**src/rtl/core/dd_pkg.sv**
```systemverilog
`default_nettype none

package dd_pkg;

	localparam int unsigned DayW   = 5;
	localparam int unsigned MonW   = 4;
	localparam int unsigned YearW  = 14;
	localparam int unsigned CountW = 22;
	localparam int unsigned AccW   = CountW + 1;
	localparam int unsigned RemW   = 9;
	localparam int unsigned AddW   = 9;

	localparam logic [YearW-1:0]  RemBase   = 14'd400;
	localparam int unsigned       ModSteps  = 6;
	localparam logic [CountW-1:0] CountMax  = 22'h3FFFFF;

	localparam logic [MonW-1:0] MonthJan = 4'd1;
	localparam logic [MonW-1:0] MonthFeb = 4'd2;
	localparam logic [MonW-1:0] MonthDec = 4'd12;

	localparam logic [AddW-1:0] DaysYear = 9'd365;
	localparam logic [AddW-1:0] DaysLeap = 9'd366;

	typedef struct packed {
		logic             more;
		logic [DayW-1:0]  day;
		logic [MonW-1:0]  month;
		logic [YearW:0]   year;
		logic [RemW-1:0]  rem;
		logic [AddW-1:0]  addend;
	} dd_step_t;

	// rem is the year modulo 400
	function automatic logic leap_of(input logic [RemW-1:0] rem);
		return (rem == '0) ||
			((rem[1:0] == 2'b00) && (rem != 9'd100) && (rem != 9'd200) && (rem != 9'd300));
	endfunction

	function automatic logic [DayW-1:0] month_len(input logic [MonW-1:0] m, input logic lp);
		logic [DayW-1:0] len;
		case (m)
			4'd1, 4'd3, 4'd5, 4'd7, 4'd8, 4'd10, 4'd12: len = 5'd31;
			4'd4, 4'd6, 4'd9, 4'd11: len = 5'd30;
			MonthFeb: len = lp ? 5'd29 : 5'd28;
			default: len = 5'd0;
		endcase
		return len;
	endfunction

	function automatic logic earlier(
		input logic [YearW:0]   y1,
		input logic [MonW-1:0]  m1,
		input logic [DayW-1:0]  d1,
		input logic [YearW:0]   y2,
		input logic [MonW-1:0]  m2,
		input logic [DayW-1:0]  d2
	);
		logic r;
		if (y1 != y2) begin
			r = (y1 < y2);
		end else if (m1 != m2) begin
			r = (m1 < m2);
		end else begin
			r = (d1 < d2);
		end
		return r;
	endfunction

endpackage

`default_nettype wire

```
**src/rtl/core/dd_cal_step.sv**
```systemverilog
`default_nettype none

module dd_cal_step (
	input  wire logic [dd_pkg::DayW-1:0]  day,
	input  wire logic [dd_pkg::MonW-1:0]  month,
	input  wire logic [dd_pkg::YearW:0]   year,
	input  wire logic [dd_pkg::RemW-1:0]  rem,
	input  wire logic [dd_pkg::DayW-1:0]  end_day,
	input  wire logic [dd_pkg::MonW-1:0]  end_month,
	input  wire logic [dd_pkg::YearW-1:0] end_year,
	output dd_pkg::dd_step_t              step
);
	import dd_pkg::*;

	logic             lp;
	logic [DayW-1:0]  len;
	logic [YearW:0]   y_ext;
	logic [YearW:0]   e_ext;
	logic [YearW:0]   ny;
	logic [RemW-1:0]  nr;
	logic             wrap;
	logic [YearW:0]   nm_year;
	logic [MonW-1:0]  nm_month;
	logic [RemW-1:0]  nm_rem;
	logic             year_ok;
	logic             month_ok;

	always_comb begin
		lp       = leap_of(rem);
		len      = month_len(month, lp);
		y_ext    = year;
		e_ext    = {1'b0, end_year};
		ny       = y_ext + 15'd1;
		nr       = (rem == RemW'(RemBase - 14'd1)) ? '0 : rem + 9'd1;
		wrap     = (month == MonthDec);
		nm_year  = wrap ? ny : y_ext;
		nm_month = wrap ? MonthJan : month + 4'd1;
		nm_rem   = wrap ? nr : rem;
		year_ok  = (day == 5'd1) && (month == MonthJan) &&
			!earlier(e_ext, end_month, end_day, ny, MonthJan, 5'd1);
		month_ok = (day == 5'd1) &&
			!earlier(e_ext, end_month, end_day, nm_year, nm_month, 5'd1);

		step.more   = earlier(y_ext, month, day, e_ext, end_month, end_day);
		step.day    = day;
		step.month  = month;
		step.year   = year;
		step.rem    = rem;
		step.addend = 9'd1;

		// whole year, whole month, or a single day
		if (year_ok) begin
			step.year   = ny;
			step.rem    = nr;
			step.addend = lp ? DaysLeap : DaysYear;
		end else if (month_ok || (day >= len)) begin
			step.day    = 5'd1;
			step.month  = nm_month;
			step.year   = nm_year;
			step.rem    = nm_rem;
			step.addend = month_ok ? {4'b0, len} : 9'd1;
		end else begin
			step.day = day + 5'd1;
		end
	end

endmodule

`default_nettype wire

```
**src/rtl/core/date_difference_in_days_top.sv**
```systemverilog
// sequence: capture, year mod 400, start check, walk, done; an invalid start skips the walk; from
// day 1 of january a step covers a whole year, from day 1 of a month a whole month,
// when the end date lies far enough ahead, else a single day
// walk steps: up to about 42 + (end_year - start_year) + 42
// a new query is taken only once the previous one has reached the output; a finished
// word may wait at the output while the next is taken
// arst_n clears the sequencer and the output valid; the datapath is not reset
`default_nettype none

module date_difference_in_days_top (
	input  wire logic                      clk,
	input  wire logic                      arst_n,
	input  wire logic                      in_valid,
	output logic                           in_stall,
	input  wire logic [dd_pkg::DayW-1:0]   start_day,
	input  wire logic [dd_pkg::MonW-1:0]   start_month,
	input  wire logic [dd_pkg::YearW-1:0]  start_year,
	input  wire logic [dd_pkg::DayW-1:0]   end_day,
	input  wire logic [dd_pkg::MonW-1:0]   end_month,
	input  wire logic [dd_pkg::YearW-1:0]  end_year,
	input  wire logic                      include_end,
	output logic                           out_valid,
	input  wire logic                      out_stall,
	output logic [dd_pkg::CountW-1:0]      day_count,
	output logic                           bad_date
);
	import dd_pkg::*;

	localparam logic [2:0] StIdle = 3'd0;
	localparam logic [2:0] StMod  = 3'd1;
	localparam logic [2:0] StChk  = 3'd2;
	localparam logic [2:0] StWalk = 3'd3;
	localparam logic [2:0] StDone = 3'd4;

	logic [2:0]       state_q;
	logic [2:0]       k_q;
	logic [DayW-1:0]  walk_day_q;
	logic [MonW-1:0]  walk_month_q;
	logic [YearW:0]   walk_year_q;
	logic [DayW-1:0]  end_day_q;
	logic [MonW-1:0]  end_month_q;
	logic [YearW-1:0] end_year_q;
	logic             inc_q;
	logic [YearW-1:0] rem_q;
	logic [AccW-1:0]  count_q;
	logic             bad_q;

	logic [YearW-1:0] sub_val;
	logic [AccW-1:0]  fin_sum;
	logic [DayW-1:0]  start_len;
	logic             start_bad;
	dd_step_t         step;

	dd_cal_step u_step (
		.day       (walk_day_q),
		.month     (walk_month_q),
		.year      (walk_year_q),
		.rem       (rem_q[RemW-1:0]),
		.end_day   (end_day_q),
		.end_month (end_month_q),
		.end_year  (end_year_q),
		.step      (step)
	);

	assign in_stall  = (state_q != StIdle);
	assign sub_val   = RemBase << k_q;
	assign fin_sum   = count_q + {{(AccW-1){1'b0}}, inc_q};
	assign start_len = month_len(walk_month_q, leap_of(rem_q[RemW-1:0]));
	assign start_bad = (walk_month_q < MonthJan) || (walk_month_q > MonthDec) ||
		(walk_day_q > start_len);

	always_ff @(posedge clk or negedge arst_n) begin
		if (!arst_n) begin
			state_q   <= StIdle;
			out_valid <= 1'b0;
		end else begin
			if (out_valid && !out_stall && (state_q != StDone)) begin
				out_valid <= 1'b0;
			end
			case (state_q)
				StIdle: begin
					if (in_valid) begin
						state_q <= StMod;
					end
				end
				StMod: begin
					if (k_q == '0) begin
						state_q <= StChk;
					end
				end
				StChk: begin
					state_q <= start_bad ? StDone : StWalk;
				end
				StWalk: begin
					if (!step.more) begin
						state_q <= StDone;
					end
				end
				StDone: begin
					if (!out_valid || !out_stall) begin
						out_valid <= 1'b1;
						state_q   <= StIdle;
					end
				end
				default: begin
					state_q <= StIdle;
				end
			endcase
		end
	end

	always_ff @(posedge clk) begin
		case (state_q)
			StIdle: begin
				if (in_valid) begin
					walk_day_q   <= start_day;
					walk_month_q <= start_month;
					walk_year_q  <= {1'b0, start_year};
					end_day_q    <= end_day;
					end_month_q  <= end_month;
					end_year_q   <= end_year;
					inc_q        <= include_end;
					rem_q        <= start_year;
					k_q          <= 3'(ModSteps - 1);
					count_q      <= '0;
				end
			end
			StMod: begin
				// year mod 400 by restoring subtraction
				if (rem_q >= sub_val) begin
					rem_q <= rem_q - sub_val;
				end
				k_q <= k_q - 3'd1;
			end
			StChk: begin
				bad_q <= start_bad;
			end
			StWalk: begin
				if (step.more) begin
					walk_day_q   <= step.day;
					walk_month_q <= step.month;
					walk_year_q  <= step.year;
					rem_q        <= {{(YearW-RemW){1'b0}}, step.rem};
					count_q      <= count_q + {{(AccW-AddW){1'b0}}, step.addend};
				end
			end
			StDone: begin
				if (!out_valid || !out_stall) begin
					bad_date <= bad_q;
					if (bad_q) begin
						day_count <= '0;
					end else if (fin_sum > {1'b0, CountMax}) begin
						day_count <= CountMax;
					end else begin
						day_count <= fin_sum[CountW-1:0];
					end
				end
			end
			default: begin
			end
		endcase
	end

	a_rem_reduced: assert property (@(posedge clk) disable iff (!arst_n)
		(state_q == StChk) |-> (rem_q < RemBase))
		else $error("year remainder not reduced");

	a_walk_month: assert property (@(posedge clk) disable iff (!arst_n)
		(state_q == StWalk) |-> ((walk_month_q >= MonthJan) && (walk_month_q <= MonthDec)))
		else $error("walk month out of range");

	a_count_grows: assert property (@(posedge clk) disable iff (!arst_n)
		(state_q == StWalk && step.more) |=> (count_q > $past(count_q)))
		else $error("walk count did not advance");

	a_bad_zero: assert property (@(posedge clk) disable iff (!arst_n)
		(out_valid && bad_date) |-> (day_count == '0))
		else $error("bad date with nonzero count");

endmodule

`default_nettype wire

```
**config.mk**
```make
export PLATFORM = sky130hd
export DESIGN_NAME = date_difference_in_days_top
export DESIGN_NICKNAME = d
export VERILOG_FILES = /design/src/rtl/core/dd_pkg.sv /design/src/rtl/core/dd_cal_step.sv /design/src/rtl/core/date_difference_in_days_top.sv
export SDC_FILE = /design/constraint.sdc
export NUM_CORES = 1
export LEC_CHECK = 0
export ABC_AREA = 1
export BUFFER_PORTS_ARGS = -buffer_cell sky130_fd_sc_hd__buf_2
export CELL_PAD_IN_SITES_DETAIL_PLACEMENT = 1
export CELL_PAD_IN_SITES_GLOBAL_PLACEMENT = 2
export CORE_MARGIN = 4
export CORE_UTILIZATION = 40
export DETAILED_ROUTE_END_ITERATION = 8
export PLACE_DENSITY_LB_ADDON = 0.1
export SETUP_SLACK_MARGIN = 0.1
export SYNTH_ARGS = -nofsm -noshare
export SYNTH_HDL_FRONTEND = slang
export SYNTH_SLANG_ARGS = --single-unit
```
**constraint.sdc**
```tcl
create_clock -name clk -period 12.67 [get_ports clk]
set_clock_uncertainty 0.15 [all_clocks]
set_input_delay 1.267 -clock clk [delete_from_list [all_inputs] [get_ports clk]]
set_output_delay 1.267 -clock clk [all_outputs]
set_load 0.01 [all_outputs]
```
Word level (Yosys, flattened, before mapping)
Cells that the tools add are included.
{"block": "word_totals", "word_cells": 160, "out_inout_bits": 25, "regBits": 116}
{"block": "op_classes", "order_cmp": 14, "n_shift": 1, "n_mux": 46, "n_reduce_logical": 37, "eq_ne": 38, "n_addsub": 8}
{"op": "23-bit 2-to-1 mux", "n": 2}
{"op": "23-bit one-hot mux with 2 select lines", "n": 1}
{"op": "15-bit 2-to-1 mux", "n": 3}
{"op": "14-bit 2-to-1 mux", "n": 3}
{"op": "14-bit one-hot mux with 3 select lines", "n": 1}
{"op": "37-bit 2-to-1 mux", "n": 1}
{"op": "33-bit 2-to-1 mux", "n": 1}
{"op": "14-bit by 15-bit < comparator with 1-bit output", "n": 2}
{"op": "14-bit by 15-bit != test with 1-bit output", "n": 2}
{"op": "15-bit one-hot mux with 2 select lines", "n": 1}
{"op": "9-bit 2-to-1 mux", "n": 3}
{"op": "23-bit by 1-bit adder with 23-bit output", "n": 1}
{"op": "23-bit by 9-bit adder with 23-bit output", "n": 1}
{"op": "23-bit by 22-bit greater-than comparator with 1-bit output (second input constant)", "n": 1}
{"op": "22-bit 2-to-1 mux", "n": 1}
{"op": "4-bit == test (second input constant)", "n": 5}
{"op": "5-bit 2-to-1 mux", "n": 4}
{"op": "3-bit 2-to-1 mux", "n": 6}
{"op": "4-bit by 3-bit == test with 1-bit output (second input constant)", "n": 4}
{"op": "4-bit AND reduction", "n": 4}
{"op": "15-bit by 1-bit adder with 15-bit output (second input constant)", "n": 1}
{"op": "15-bit by 14-bit < comparator with 1-bit output", "n": 1}
{"op": "15-bit by 14-bit != test with 1-bit output", "n": 1}
{"op": "3-bit one-hot mux with 5 select lines", "n": 1}
{"op": "other kinds (51)", "n": 93}

Depth between registers and ports, before layout
Gate-level depths: netlist of the first run.
{"block": "depth", "word_depth": 14, "depth_mapped": 33, "depth_no_buf": 33}

Modules after synthesis
Synthesis of the first run repeated with hierarchy kept, for this count alone.
{"block": "hier_totals", "cells_unflattened": 1447, "area_unflattened_um2": 10209.8}
{"mod": "date_difference_in_days_top", "instances": 1, "area_per_inst_um2": 6911.6, "cells_each": 848, "seq_area_each_um2": 3463.3}
{"mod": "dd_cal_step", "instances": 1, "area_per_inst_um2": 3298.2, "cells_each": 599, "seq_area_each_um2": 0.0}

Worst setup path before layout of the first run
No wires, ideal clock.
{"block": "synth_path", "kind": "reg-to-reg", "start": "register walk_year_q[2]", "end": "register count_q[18] (data pin)", "stages_incl_launch_ff": 33, "t_required_ns": 12.261, "t_arrival_ns": 4.333, "period_less_slack_ns": 4.742, "slack_ns": 7.928, "path_cell_list": "edfxtp_1 -> nand3_1 -> nor3_1 -> nand3_1 -> nor2_1 -> nand2_1 -> xor2_1 -> a21boi_0 -> inv_1 -> ha_1 -> nand2_1 -> inv_1 -> a221oi_1 -> nor2_1 -> nor2_1 -> nand3_2 -> nand2_4 -> or2_1 -> nand2_1 -> ha_1 -> inv_1 -> o21ai_0 -> nand2_1 -> nand2_1 -> nand2_1 -> nand3_1 -> a31oi_1 -> nor2_1 -> nand2_1 -> nor2_1 -> nand2_1 -> o21ai_0 -> a21oi_1"}
{"block": "synth_via", "elab_chain_cells": 12, "elab_cells_between_ends": 19, "classes_between": "add/sub: 2; order compare: 2; eq/ne: 2; mux: 8; reduce/logical: 5"}
{"element": "start, declared", "line": "date_difference_in_days_top.sv:39", "source": "logic [YearW:0] walk_year_q;"}
{"element": "start signal, assigned", "line": "date_difference_in_days_top.sv:118", "source": "walk_year_q <= {1'b0, start_year};"}
{"element": "start signal, assigned", "line": "date_difference_in_days_top.sv:142", "source": "walk_year_q <= step.year;"}
{"element": "15-bit by 1-bit adder with 15-bit output", "line": "dd_cal_step.sv:33", "source": "ny = y_ext + 15'd1;"}
{"element": "15-bit 2-to-1 mux", "line": "dd_cal_step.sv:36", "source": "nm_year = wrap ? ny : y_ext;"}
{"element": "14-bit by 15-bit < comparator with 1-bit output or 14-bit by 15-bit != test with 1-bit output (tied branches)", "line": "dd_pkg.sv:60, dd_pkg.sv:59"}
{"element": "1-bit 2-to-1 mux", "line": "dd_pkg.sv:59", "source": "if (y1 != y2) begin"}
{"element": "1-bit logical NOT", "line": "dd_cal_step.sv:42", "source": "!earlier(e_ext, end_month, end_day, nm_year, nm_month, 5'd1);"}
{"element": "1-bit logical AND", "line": "dd_cal_step.sv:41", "source": "month_ok = (day == 5'd1) &&"}
{"element": "5-bit 2-to-1 mux or 1-bit logical OR (tied branches)", "line": "dd_cal_step.sv:61, dd_cal_step.sv:56"}
{"element": "37-bit 2-to-1 mux", "line": "dd_cal_step.sv:56", "source": "end else if (month_ok || (day >= len)) begin"}
{"element": "33-bit 2-to-1 mux (*)", "line": "dd_cal_step.sv:52", "source": "if (year_ok) begin"}
{"element": "23-bit by 9-bit adder with 23-bit output (*)", "line": "date_difference_in_days_top.sv:144", "source": "count_q <= count_q + {{(AccW-AddW){1'b0}}, step.addend};"}
{"element": "23-bit 2-to-1 mux (*)", "line": "date_difference_in_days_top.sv:139", "source": "if (step.more) begin"}
{"element": "23-bit one-hot mux with 2 select lines (*)", "line": "date_difference_in_days_top.sv:113", "source": "case (state_q)"}
{"element": "end signal, assigned", "line": "date_difference_in_days_top.sv:144"}
{"element": "end, declared", "line": "date_difference_in_days_top.sv:45", "source": "logic [AccW-1:0] count_q;"}
Mark *: on every way between the ends. The rest lies on a longest branch, timed or not. The select of a mux whose other input is x is not followed.
A chain may end at the register's enable or synchronous reset.

Worst setup path in the final report of the first run
{"block": "layout_path", "start": "register walk_month_q[0]", "end": "register count_q[18] (data pin)"}
{"block": "layout_via", "elab_chain_cells": 13, "elab_cells_between_ends": 36, "classes_between": "add/sub: 2; order compare: 3; eq/ne: 14; mux: 10; reduce/logical: 7"}
{"element": "start, declared", "line": "date_difference_in_days_top.sv:38", "source": "logic [MonW-1:0] walk_month_q;"}
{"element": "start signal, assigned", "line": "date_difference_in_days_top.sv:117", "source": "walk_month_q <= start_month;"}
{"element": "start signal, assigned", "line": "date_difference_in_days_top.sv:141", "source": "walk_month_q <= step.month;"}
{"element": "4-bit by 1-bit adder with 4-bit output or 4-bit == test (tied branches)", "line": "dd_cal_step.sv:37, dd_pkg.sv:41, dd_cal_step.sv:35"}
{"element": "4-bit 2-to-1 mux", "line": "dd_cal_step.sv:37", "source": "nm_month = wrap ? MonthJan : month + 4'd1;"}
{"element": "4-bit < comparator or 4-bit != test (tied branches)", "line": "dd_pkg.sv:62, dd_pkg.sv:61"}
{"element": "1-bit 2-to-1 mux", "line": "dd_pkg.sv:61", "source": "end else if (m1 != m2) begin"}
{"element": "1-bit 2-to-1 mux", "line": "dd_pkg.sv:59"}
{"element": "1-bit logical NOT", "line": "dd_cal_step.sv:42"}
{"element": "1-bit logical AND", "line": "dd_cal_step.sv:41"}
{"element": "5-bit 2-to-1 mux or 1-bit logical OR (tied branches)", "line": "dd_cal_step.sv:61, dd_cal_step.sv:56"}
{"element": "37-bit 2-to-1 mux", "line": "dd_cal_step.sv:56"}
{"element": "33-bit 2-to-1 mux (*)", "line": "dd_cal_step.sv:52"}
{"element": "23-bit by 9-bit adder with 23-bit output (*)", "line": "date_difference_in_days_top.sv:144"}
{"element": "23-bit 2-to-1 mux (*)", "line": "date_difference_in_days_top.sv:139"}
{"element": "23-bit one-hot mux with 2 select lines (*)", "line": "date_difference_in_days_top.sv:113"}
Marks and branches as above.

==> qor.yml, run 1 <==
run_status:
  status: "finished, final reports clean"
critical_path:
  cp-start-kind: "flop"
  crit_slowest_cell: "inv_1"
  cp_slowest_stage_delay_ps: 670
  critPathArrivalTime_ps: 6470
  crit_required_ps: 12690
  crit_top_cell: "nand2_1"
  cp-end-kind: "flop"
  crit_type: "reg2reg"
  cp_max_fo: 22
synthesis:
  yosysWarnings: 0
  postSynthCellCount: 1112
  yosys.area.top_type: "edfxtp_1"
  yosysSeqAreaShare: 0.384
  yosys-top-cells-area: "edfxtp_1, ha_1, nand2_1, inv_1, nand3_1"
  synth_edf_count: 112
  syn_nets: 1253
  synthDistinctLibCells: 51
  yosysTopAreaCellShare: 0.373
  synth_seq_cells: 116
  async_flop_share: 0.0345
  synth-main-ff-cell: "edfxtp_1"
  avgSynthCellArea_sq_um: 8.11
  synth_area_sq_um: 9020
clock_tree:
  post_cts_buffers: 0
  ctsResizeCount: 0
  cts_buffers: 17
  insertion_delay_ps: 430
  cts_tree: "yes"
  cts_root_buffer: "clkbuf_16"
  cts_buffer_depth: 2
  cts.clk_slew.worst_paths_ps: 60
  hold_buffers: 0
  ctsHtreeMaxLevel: 4
  cts_num_sinks: 116
floorplan:
  die_w_um: 158
  rows: 54
  die_area_sq_um: 25000
  die_h_um: 158
  coreArea_sq_um: 22000
  ios: 76
  start_util: 0.409
detailed_routing:
  antenna_left: 0
  viasPerCell: 5.36
  remaining_drc_errors: 0
  wire_per_inst_um: 18.9
  dr.first_iter.drc_count: 423
  first_pass_iters: 4
  routed_wl_mm: 28.1
  vias: 7967
power_and_ir_drop:
  power_mw: 3.05
  leakage_nw: 4.82
  power_density_nw_per_um2: 296
  p_comb_frac: 0.538
  clkPwrFrac: 0.174
  p_sw_mw: 1.51
  ir_drop_v: 0.000125
  cell_internal_pwr_mw: 1.54
  swShare: 0.495
  sequentialPowerShare: 0.288
cells_and_area:
  antenna_cells: 0
  nets: 1334
  syn2layout_area_growth_pct: 14.6
  fillers: 2714
  final_layout_size_suffix_gt1_frac: 0.139
  fin_area_sq_um: 10300
  fin_cells: 1486
place:
  io_buffers: 75
  placed_cell_area_sq_um: 9710
  place.gp.congestion: 0.829
  dpl.cell_count: 1454
  dp_hpwl_mm: 21.7
timing:
  finalCriticalPeriod_ps: 6450
  fmaxAchievable_mhz: 155
  period_share: 0.509
  setup_viol: 0
  hold_viol: 0
  tightest_slew_ps: 1210
  drv_slew: 0
  slew_headroom: 0.190
  rsz0062_at_grt: "no"
  tns_ps: 0
job:
  drv_cap: 0
global_route:
  grt_pass1_wl_mm: 44.9
  grt_start_max_net_pins: 29
  grt_pass1_vias: 8332
  grt_overflow: 0
  antenna_found_initial: 0
  globalRouteTotalUtil: 0.232
hold_path:
  hold_path_class: "reg2reg"
==> layout by cell type, fill, tap and decap left out, types with 20 or more instances in the layout <==
cell	netlist	layout
nand3_1	78	78
nand4_1	24	24
o21ai_0	51	51
edfxtp_1	112	112
xor2_1	28	28
inv_1	159	159
buf_2	2	75
nand2_1	246	246
ha_1	89	89
nor2_1	83	79
a21oi_1	76	76
nor3_1	20	20
==> sequential cells by signal, summed over array words and instances, names as in the netlist, 3 cells and up <==
name	flops
walk_month_q	4
k_q	3
end_day_q	5
end_month_q	4
end_year_q	14
day_count	22
walk_day_q	5
count_q	23
rem_q	14
walk_year_q	15
state_q	3
==> power by group through the flow <==
stage	Sequential [mW]	Clock, mW	Combinational (mW)
2_1_floorplan	0.808	0	1.19
3_3_place_gp	0.879	0	1.60
3_5_place_dp	0.884	0	1.63
4_1_cts	0.880	0.539	1.65
5_1_grt	0.905	0.555	1.88
6_report	0.879	0.532	1.64
==> cell families (layout without fill, tap and decap cells) <==
logic type               Yosys count  count (layout)  synth area share
AND/OR/NAND/NOR                  521             521             0.272
AO/OA/AOI/OAI                    166             166             0.105
flip-flops                       116             116             0.384
buffers and inverters            183             277            0.0785
XOR/XNOR                          36              36            0.0350
adder cells (fa/ha/maj)           90              90             0.126
==> cells in the mapped netlist, types with 3 or more instances <==
cell type / number
nand2_1: 246
inv_1: 159
edfxtp_1: 112
ha_1: 89
nor2_1: 83
nand3_1: 78
a21oi_1: 76
o21ai_0: 51
xor2_1: 28
nand4_1: 24
nor3_1: 20
clkbuf_1: 14
nand3_2: 14
nand2_2: 12
nand3b_1: 9
xnor2_1: 8
nor4_1: 7
a31oi_1: 6
a22oi_1: 5
inv_2: 5
nor2_2: 5
or2_2: 5
a211oi_1: 4
a21o_1: 4
dfrtp_1: 4
nand2_4: 4
o211ai_1: 4
nor2_4: 3
==> final cells by class <==
cell class / instances / area, sq um / area share
Clock buffer: 17 / 425 / 0.0412
Clock inverter: 15 / 203 / 0.0196
Inverter: 164 / 616 / 0.0596
Multi-Input combinational cell: 813 / 4860 / 0.470
Sequential cell: 116 / 3460 / 0.335
Tap cell: 280 / 350 / 0.0339
Timing Repair Buffer: 81 / 420 / 0.0407
==> metal layers <==
| layer | share of wire | wire (um) | up-vias | track usage |
|---|---|---|---|---|
| met3 | 0.030 | 849 | 22 | 0.0328 |
| met4 | 0.010 | 295 | 0 | 0.0479 |
| met2 | 0.45 | 12700 | 131 | 0.367 |
| li1 | - | - | 3964 | - |
| met1 | 0.51 | 14300 | 3850 | 0.341 |
| met5 | 0 | 0 | - | 0 |
==> critical path, delay by kind of cell (launching register included) <==
family / cells / cell delay, ps
and+or+nand+nor: 17 / 2570
AOI/OAI and AO/OA: 6 / 1060
buffers and inverters: 5 / 1050
adders and majority gates: 3 / 890
DFF: 1 / 460
==> final timing paths <==
kind	slack [ps]	end	startpoint	cells after the start
max	6220	count_q[18]	walk_month_q[0]	31
min	410	state_q[0]	state_q[0]	2
max reg2reg	6220	count_q[18]	walk_month_q[0]	31
min reg2reg	410	state_q[0]	state_q[0]	2
max in group asynchronous	11750	out_valid	arst_n	1
min in group asynchronous	490	state_q[0]	arst_n	1
==> metrics by stage <==
| stage | util | worst slack [ps] | hold slack [ps] |
|---|---|---|---|
| global route | 0.469 | 5450 | 462 |
| CTS | 0.469 | 6260 | 418 |
| detailed placement | 0.441 | 6430 | 402 |
| floorplan | - | 7930 | 343 |
| global placement | 0.441 | 6710 | 382 |
| finish | 0.469 | 6220 | 411 |
(Power assumes the default switching activity.)
==> run 2: changes to the inputs <==
Settings changed: ABC_AREA 1 to 0, CORE_UTILIZATION 40 to 39.
Clock period 12.67 ns to 6.3 ns, I/O delays scaled along.
==> run 2 against run 1 <==
  * Final area down 4.0%
  * Routed wire length is 7.9% lower
  * Critical path type unchanged
  * Synthesized cell count decreased by 19%
  * Fmax grew 8.5%
  * Largest cell class unchanged
  * Count of clock-buffer cells in the layout unchanged
  * Worst setup slack got worse by 5900 ps
  * First-iteration DRC count fell by 5.2%
  * Global-route usage decreased by 2.1 points
==> qor.yml, run 2 <==
detailed_routing:
  viasPerCell: 5.76  # was 5.36
  routed_wl_mm: 25.9  # was 28.1 mm
  vias: 7254  # was 7967
  first_pass_iters: 7  # was 4
  dr.first_iter.drc_count: 401  # was 423
  remaining_drc_errors: 0  # unchanged
  wire_per_inst_um: 20.6  # was 18.9 um
  antenna_left: 0  # unchanged
global_route:
  grt_util_met2: 0.352  # was 0.367
  grt_pass1_vias: 7525  # was 8332
  globalRouteTotalUtil: 0.211  # was 0.232
  grt_start_max_net_pins: 48  # was 29
  grt_overflow: 0  # unchanged
  busiest_layer: "met2"  # unchanged
  antenna_found_initial: 0  # unchanged
  grt_use_met1: 0.283  # was 0.341
  grt_pass1_wl_mm: 41.1  # was 44.9 mm
  grt_use_met3: 0.0321  # was 0.0328
synthesis:
  synth_edf_count: 112  # unchanged
  synth_area_sq_um: 8630  # was 9020 sq um
  postSynthCellCount: 898  # was 1112
  synthDistinctLibCells: 69  # was 51
  yosys-top-cells-area: "edfxtp_1, ha_1, xnor2_1, a21oi_1, nand2_1"  # was edfxtp_1, ha_1, nand2_1, inv_1, nand3_1
  avgSynthCellArea_sq_um: 9.61  # was 8.11 sq um
  synth_most_common_cell: "edfxtp_1"  # was nand2_1
  syn_nets: 1039  # was 1253
  yosysWarnings: 0  # unchanged
  synth_seq_cells: 116  # unchanged
  synthTopCellsByCount: "edfxtp_1, ha_1, nand2_1"  # was nand2_1, inv_1, edfxtp_1
  yosysSeqAreaShare: 0.401  # was 0.384
  synth-main-ff-cell: "edfxtp_1"  # unchanged
  yosysTopAreaCellShare: 0.390  # was 0.373
  yosys.area.top_type: "edfxtp_1"  # unchanged
  async_flop_share: 0.0345  # unchanged
cells_and_area:
  largest_register_ffs: 23  # unchanged
  fin_cells: 1260  # was 1486
  top_register: "count_q"  # unchanged
  mostFrequentLayoutCell: "edfxtp_1"  # was nand2_1
  antenna_cells: 0  # unchanged
  final_layout_size_suffix_gt1_frac: 0.152  # was 0.139
  syn2layout_area_growth_pct: 15.0  # was 14.6%
  nets: 1108  # was 1334
  layout_common_cells: "edfxtp_1, ha_1, buf_2"  # was nand2_1, inv_1, edfxtp_1
  reg_top3: "count_q: 23 flops, day_count: 22 flops, walk_year_q: 15 flops"  # unchanged
timing:
  hold_viol: 0  # unchanged
  tns_ps: 0  # unchanged
  fmaxAchievable_mhz: 168  # was 155 MHz
  drv_slew: 0  # unchanged
  timing.hold.ws_ps: 227  # was 411 ps
  rsz0062_at_grt: "no"  # unchanged
  period_share: 0.944  # was 0.509
  tightest_slew_ps: 1230  # was 1210 ps
  finalCriticalPeriod_ps: 5950  # was 6450 ps
  setup_viol: 0  # unchanged
  slew_headroom: 0.183  # was 0.190
floorplan:
  rows: 54  # unchanged
  ios: 76  # unchanged
  die_h_um: 157  # was 158 um
  die_area_sq_um: 24600  # was 25000 sq um
  coreArea_sq_um: 21800  # was 22000 sq um
  start_util: 0.396  # was 0.409
  die_w_um: 157  # was 158 um
clock_tree:
  cts_buffer_depth: 2  # unchanged
  cts_tree: "yes"  # unchanged
  ctsHtreeMaxLevel: 4  # unchanged
  cts_num_sinks: 116  # unchanged
  cts_buffers: 17  # unchanged
  cts.clk_slew.worst_paths_ps: 60  # about the same
  insertion_delay_ps: 420  # was 430 ps
  cts_root_buffer: "clkbuf_16"  # unchanged
power_and_ir_drop:
  power_density_nw_per_um2: 447  # was 296 nW/um^2
  ir_drop_v: 0.000211  # was 0.000125 V
  leakage_nw: 3.87  # was 4.82 nW
critical_path:
  cp-start-kind: "flop"  # unchanged
  critPathArrivalTime_ps: 5970  # was 6470 ps
  crit_required_ps: 6320  # was 12690 ps
  cp-end-kind: "flop"  # unchanged
  cp_max_fo: 10  # was 22
  crit_type: "reg2reg"  # unchanged
  ff2ff_path_depth: 25  # was 31
job:
  drv_cap: 0  # unchanged
place:
  dp_hpwl_mm: 19.2  # was 21.7 mm
  io_buffers: 75  # unchanged
  place.gp.congestion: 0.853  # was 0.829
  dpl.cell_count: 1225  # was 1454
run_status:
  status: "finished, final reports clean"  # unchanged
hold_path:
  hold_path_class: "in2reg"  # was reg2reg
  whs_path_depth: 1  # was 2
run 2: cell types whose count changed after synthesis, moves of 15 or more:
cell	delta
o31ai_1	+15
nand2_1	-172
and3_1	+16
nor2_1	-16
xnor2_1	+41
o21ai_0	-19
or3_1	+23
nand2b_1	+20
inv_1	-103
clkbuf_1	+16
nand3_1	-51
run 2: final cells by class:
class                   count  area (sq um)
fillers                  2504         11900
inverters                  57           216
clock inverters            15           123
flip-flops and latches    116          3460
repair buffers             91           495
well taps                 280           350
clock buffers              17           425
multi-input cells         684          4850
run 2: worst paths after layout:
path | slack, ps | startpoint | endpoint
max in group asynchronous | 5480 | arst_n | out_valid
min reg2reg | 410 | out_valid | out_valid
min in group asynchronous | 390 | arst_n | state_q[2]
max | 350 | walk_year_q[0] | count_q[20]
max reg2reg | 350 | walk_year_q[0] | count_q[20]
min | 230 | end_day[4] | end_day_q[4]
run 2: timing repair:
action,4_1_cts,5_1_grt
gates resized for setup,1,18
gates cloned,0,1
buffers inserted,0,1
hold endpoints to repair,4,0
hold buffers,1,0
endpoints found under the setup margin,5,15
pin swaps,0,2
run 2: worst max-delay path, cell delays in order (launching register included):
cell      delay (ps)
edfxtp_1         530
ha_4             230
nand3_4          130
or3_4            430
nor3_1           210
xnor2_1          110
ha_1             340
nand3_1          140
nor2_1           120
mux2i_1           90
or4_1            580
o211ai_1         120
nand2_1          100
nand2b_1         190
o22a_1           190
ha_1             220
fa_1             410
a21o_1           190
a21oi_2          180
o21bai_1         100
a21oi_2          180
o21bai_1         100
a31oi_1          220
buf_2            240
or4_1            130
nand2_1           50
run 2: cell families (layout without fill, tap and decap cells):
logic type | after synthesis | after routing | share of synthesized area
DFF | 116 | 116 | 0.401
muxes | 5 | 5 | 0.00594
xor gates and xnor gates | 75 | 75 | 0.0761
buffers and inverters | 98 | 180 | 0.0471
and+or+nand+nor | 307 | 307 | 0.182
adders and majority gates | 91 | 91 | 0.132
AOI/OAI and AO/OA | 206 | 206 | 0.156
run 2: layer usage:
layer  share of wire  wire (um)
met3           0.040       1040
met1            0.46      11800
met4           0.024        627
met5               0          0
met2            0.48      12400
run 2: per-stage QoR:
stage / setup slack (ps) / utilization / area [sq um] / total power [mW]
after floorplan: 509 / - / 8630 / 2.79
after global placement: 310 / 0.425 / 9270 / 3.36
after detailed placement: 138 / 0.425 / 9270 / 3.48
after CTS: 110 / 0.451 / 9830 / 4.43
after global routing: 27.6 / 0.455 / 9930 / 4.75
final: 354 / 0.455 / 9930 / 4.44
run 2: where the power goes:
| group | internal [mW] | switching [mW] | total (mW) |
|---|---|---|---|
| logic | 0.787 | 1.25 | 2.04 |
| clock network | 0.513 | 0.420 | 0.933 |
| registers | 1.17 | 0.291 | 1.46 |
| total | 2.47 | 1.97 | 4.44 |
==> run 3: changes to the inputs <==
==> constraint.sdc (replaced) <==
create_clock -name clk -period 6.3 [get_ports clk]
set_clock_uncertainty 0.15 [all_clocks]
set_input_delay 0.315 -clock clk [delete_from_list [all_inputs] [get_ports clk]]
set_output_delay 0.315 -clock clk [all_outputs]
set_load 0.01 [all_outputs]
==> run 3 against run 2 <==
  * Combinational power barely moved
  * Sequential share of layout area fell by 0.92 points
  * Sequential cell count did not move
  * Worst setup slack got worse by 7.3 ps
  * Register-to-register slack barely moved
  * Final cell count rose by 2.1%
  * Sequential power barely moved
  * Non-clock buffer count rose by 27
  * Via count rose by 1.4%
  * Largest cell class unchanged
==> qor.yml, run 3 (same netlist as run 2, synthesis figures left out) <==
power_and_ir_drop:
  swShare: 0.441  # was 0.443
  p_sw_mw: 1.96  # was 1.97 mW
  sequentialPowerShare: 0.329  # was 0.330
  leakage_nw: 3.98  # was 3.87 nW
  ir_drop_v: 0.000211  # about the same
  power_density_nw_per_um2: 436  # was 447 nW/um^2
  clkPwrFrac: 0.210  # about the same
  p_comb_frac: 0.461  # was 0.460
  cell_internal_pwr_mw: 2.48  # was 2.47 mW
cells_and_area:
  reg_top3: "count_q: 23 flops, day_count: 22 flops, walk_year_q: 15 flops"  # unchanged
  nets: 1135  # was 1108
  antenna_cells: 0  # unchanged
  syn2layout_area_growth_pct: 18.1  # was 15.0%
  top_register: "count_q"  # unchanged
  final_layout_size_suffix_gt1_frac: 0.148  # was 0.152
  finalCoreUtilization: 0.467  # was 0.455
  fin_cells: 1287  # was 1260
  mostFrequentLayoutCell: "edfxtp_1"  # unchanged
  largest_register_ffs: 23  # unchanged
  layout_common_cells: "edfxtp_1, ha_1, buf_2"  # unchanged
timing:
  drv_slew: 0  # unchanged
  fmaxAchievable_mhz: 168  # about the same
  tightest_slew_ps: 1240  # was 1230 ps
  slew_headroom: 0.174  # was 0.183
  timing.hold.ws_ps: 12.9  # was 227 ps
  finalCriticalPeriod_ps: 5950  # about the same
  setup_viol: 0  # unchanged
  setup_slack_ps: 347  # was 354 ps
  rsz0062_at_grt: "no"  # unchanged
  period_share: 0.945  # was 0.944
  hold_viol: 0  # unchanged
  tns_ps: 0  # unchanged
critical_path:
  critPathArrivalTime_ps: 5980  # was 5970 ps
  cp_slowest_stage_delay_ps: 580  # about the same
  crit_type: "reg2reg"  # unchanged
  cp_max_fo: 10  # unchanged
  crit_slowest_cell: "or4_1"  # unchanged
  cp-start-kind: "flop"  # unchanged
  r2r_start: "walk_year_q[0]"  # unchanged
  crit_required_ps: 6320  # about the same
  cp-end-kind: "flop"  # unchanged
  crit_start: "walk_year_q[0]"  # unchanged
floorplan:
  start_util: 0.396  # unchanged
  die_area_sq_um: 24600  # unchanged
  die_w_um: 157  # unchanged
  die_h_um: 157  # unchanged
  coreArea_sq_um: 21800  # unchanged
  rows: 54  # unchanged
  ios: 76  # unchanged
clock_tree:
  cts_buffers: 17  # unchanged
  cts_num_sinks: 116  # unchanged
  cts_root_buffer: "clkbuf_16"  # unchanged
  insertion_delay_ps: 420  # about the same
  ctsHtreeMaxLevel: 4  # unchanged
  cts_tree: "yes"  # unchanged
  cts.clk_slew.worst_paths_ps: 60  # about the same
  cts_buffer_depth: 2  # unchanged
hold_path:
  holdCritStartpoint: "start_day[3]"  # was end_day[4]
  hold_path_class: "in2reg"  # unchanged
detailed_routing:
  vias: 7358  # was 7254
  viasPerCell: 5.72  # was 5.76
  antenna_left: 0  # unchanged
  routed_wl_mm: 26.0  # was 25.9 mm
  dr.first_iter.drc_count: 409  # was 401
  remaining_drc_errors: 0  # unchanged
  first_pass_iters: 5  # was 7
  wire_per_inst_um: 20.2  # was 20.6 um
global_route:
  grt_use_met3: 0.0318  # was 0.0321
  grt_pass1_vias: 7636  # was 7525
  grt_overflow: 0  # unchanged
  grt_pass1_wl_mm: 41.5  # was 41.1 mm
  grt_use_met1: 0.284  # was 0.283
  busiest_layer: "met2"  # unchanged
  grt_util_met2: 0.357  # was 0.352
  antenna_found_initial: 0  # unchanged
  globalRouteTotalUtil: 0.213  # was 0.211
  grt_start_max_net_pins: 48  # unchanged
place:
  dp_worst_setup_slack_ps: 138  # unchanged
  dp_hpwl_mm: 19.2  # unchanged
  dpl.cell_count: 1225  # unchanged
  io_buffers: 75  # unchanged
  place.gp.congestion: 0.853  # unchanged
run_status:
  status: "finished, final reports clean"  # unchanged
job:
  drv_cap: 0  # unchanged
-- run 3: through the flow --
stage / instance area (sq um) / total power [mW]
after floorplan: 8630 / 2.79
after global placement: 9270 / 3.36
after detailed placement: 9270 / 3.48
after CTS: 10100 / 4.44
after global routing: 10200 / 4.76
final: 10200 / 4.45
-- run 3: area by class of cell --
class / instances / area, sq um
repair buffers: 118 / 766
multi-input cells: 684 / 4850
clock inverters: 15 / 123
flip-flops and latches: 116 / 3460
clock buffers: 17 / 425
fillers: 2497 / 11600
well taps: 280 / 350
inverters: 57 / 216
-- run 3: final timing paths --
kind                                  to  slack, ps  cells after the start
setup / recovery             count_q[20]        350                     25
hold / removal             walk_day_q[3]         10                      3
setup reg to reg             count_q[20]        350                     25
hold reg to reg                out_valid        410                      2
max in group asynchronous      out_valid       5800                      2
min in group asynchronous     state_q[2]         80                      2
-- run 3: what timing repair did --
item                                    CTS  global route
endpoints found under the setup margin    5            15
gates cloned                              0             1
hold endpoints to repair                 31             0
pin swaps                                 0             2
gates resized for setup                   1            18
buffers inserted                          0             1
hold buffers                             28             0
-- run 3: critical path, delay by kind of cell, from the launching register on --
kind	cells	cell delay, ps
adder cells (fa/ha/maj)	4	1200
buffers and inverters	1	240
AND/OR/NAND/NOR	10	2080
flip-flops	1	540
multiplexers	1	90
XOR/XNOR	1	110
AO/OA/AOI/OAI	8	1280
-- run 3: power by group through the flow --
stage / Combinational [mW] / Clock [mW] / Sequential, mW
final: 2.05 / 0.932 / 1.46
after CTS: 2.04 / 0.943 / 1.45
after detailed placement: 2.01 / 0 / 1.47
after global placement: 1.91 / 0 / 1.45
after global routing: 2.29 / 0.976 / 1.50
after floorplan: 1.46 / 0 / 1.33
-- run 3: per-layer routing --
layer  part of all wire  routed length (um)  vias to the layer above
met4              0.024                 614                        0
met1               0.45               11800                     3636
li1                   -                   -                     3509
met3              0.035                 922                       46
met5                  0                   0                        -
met2               0.49               12700                      167
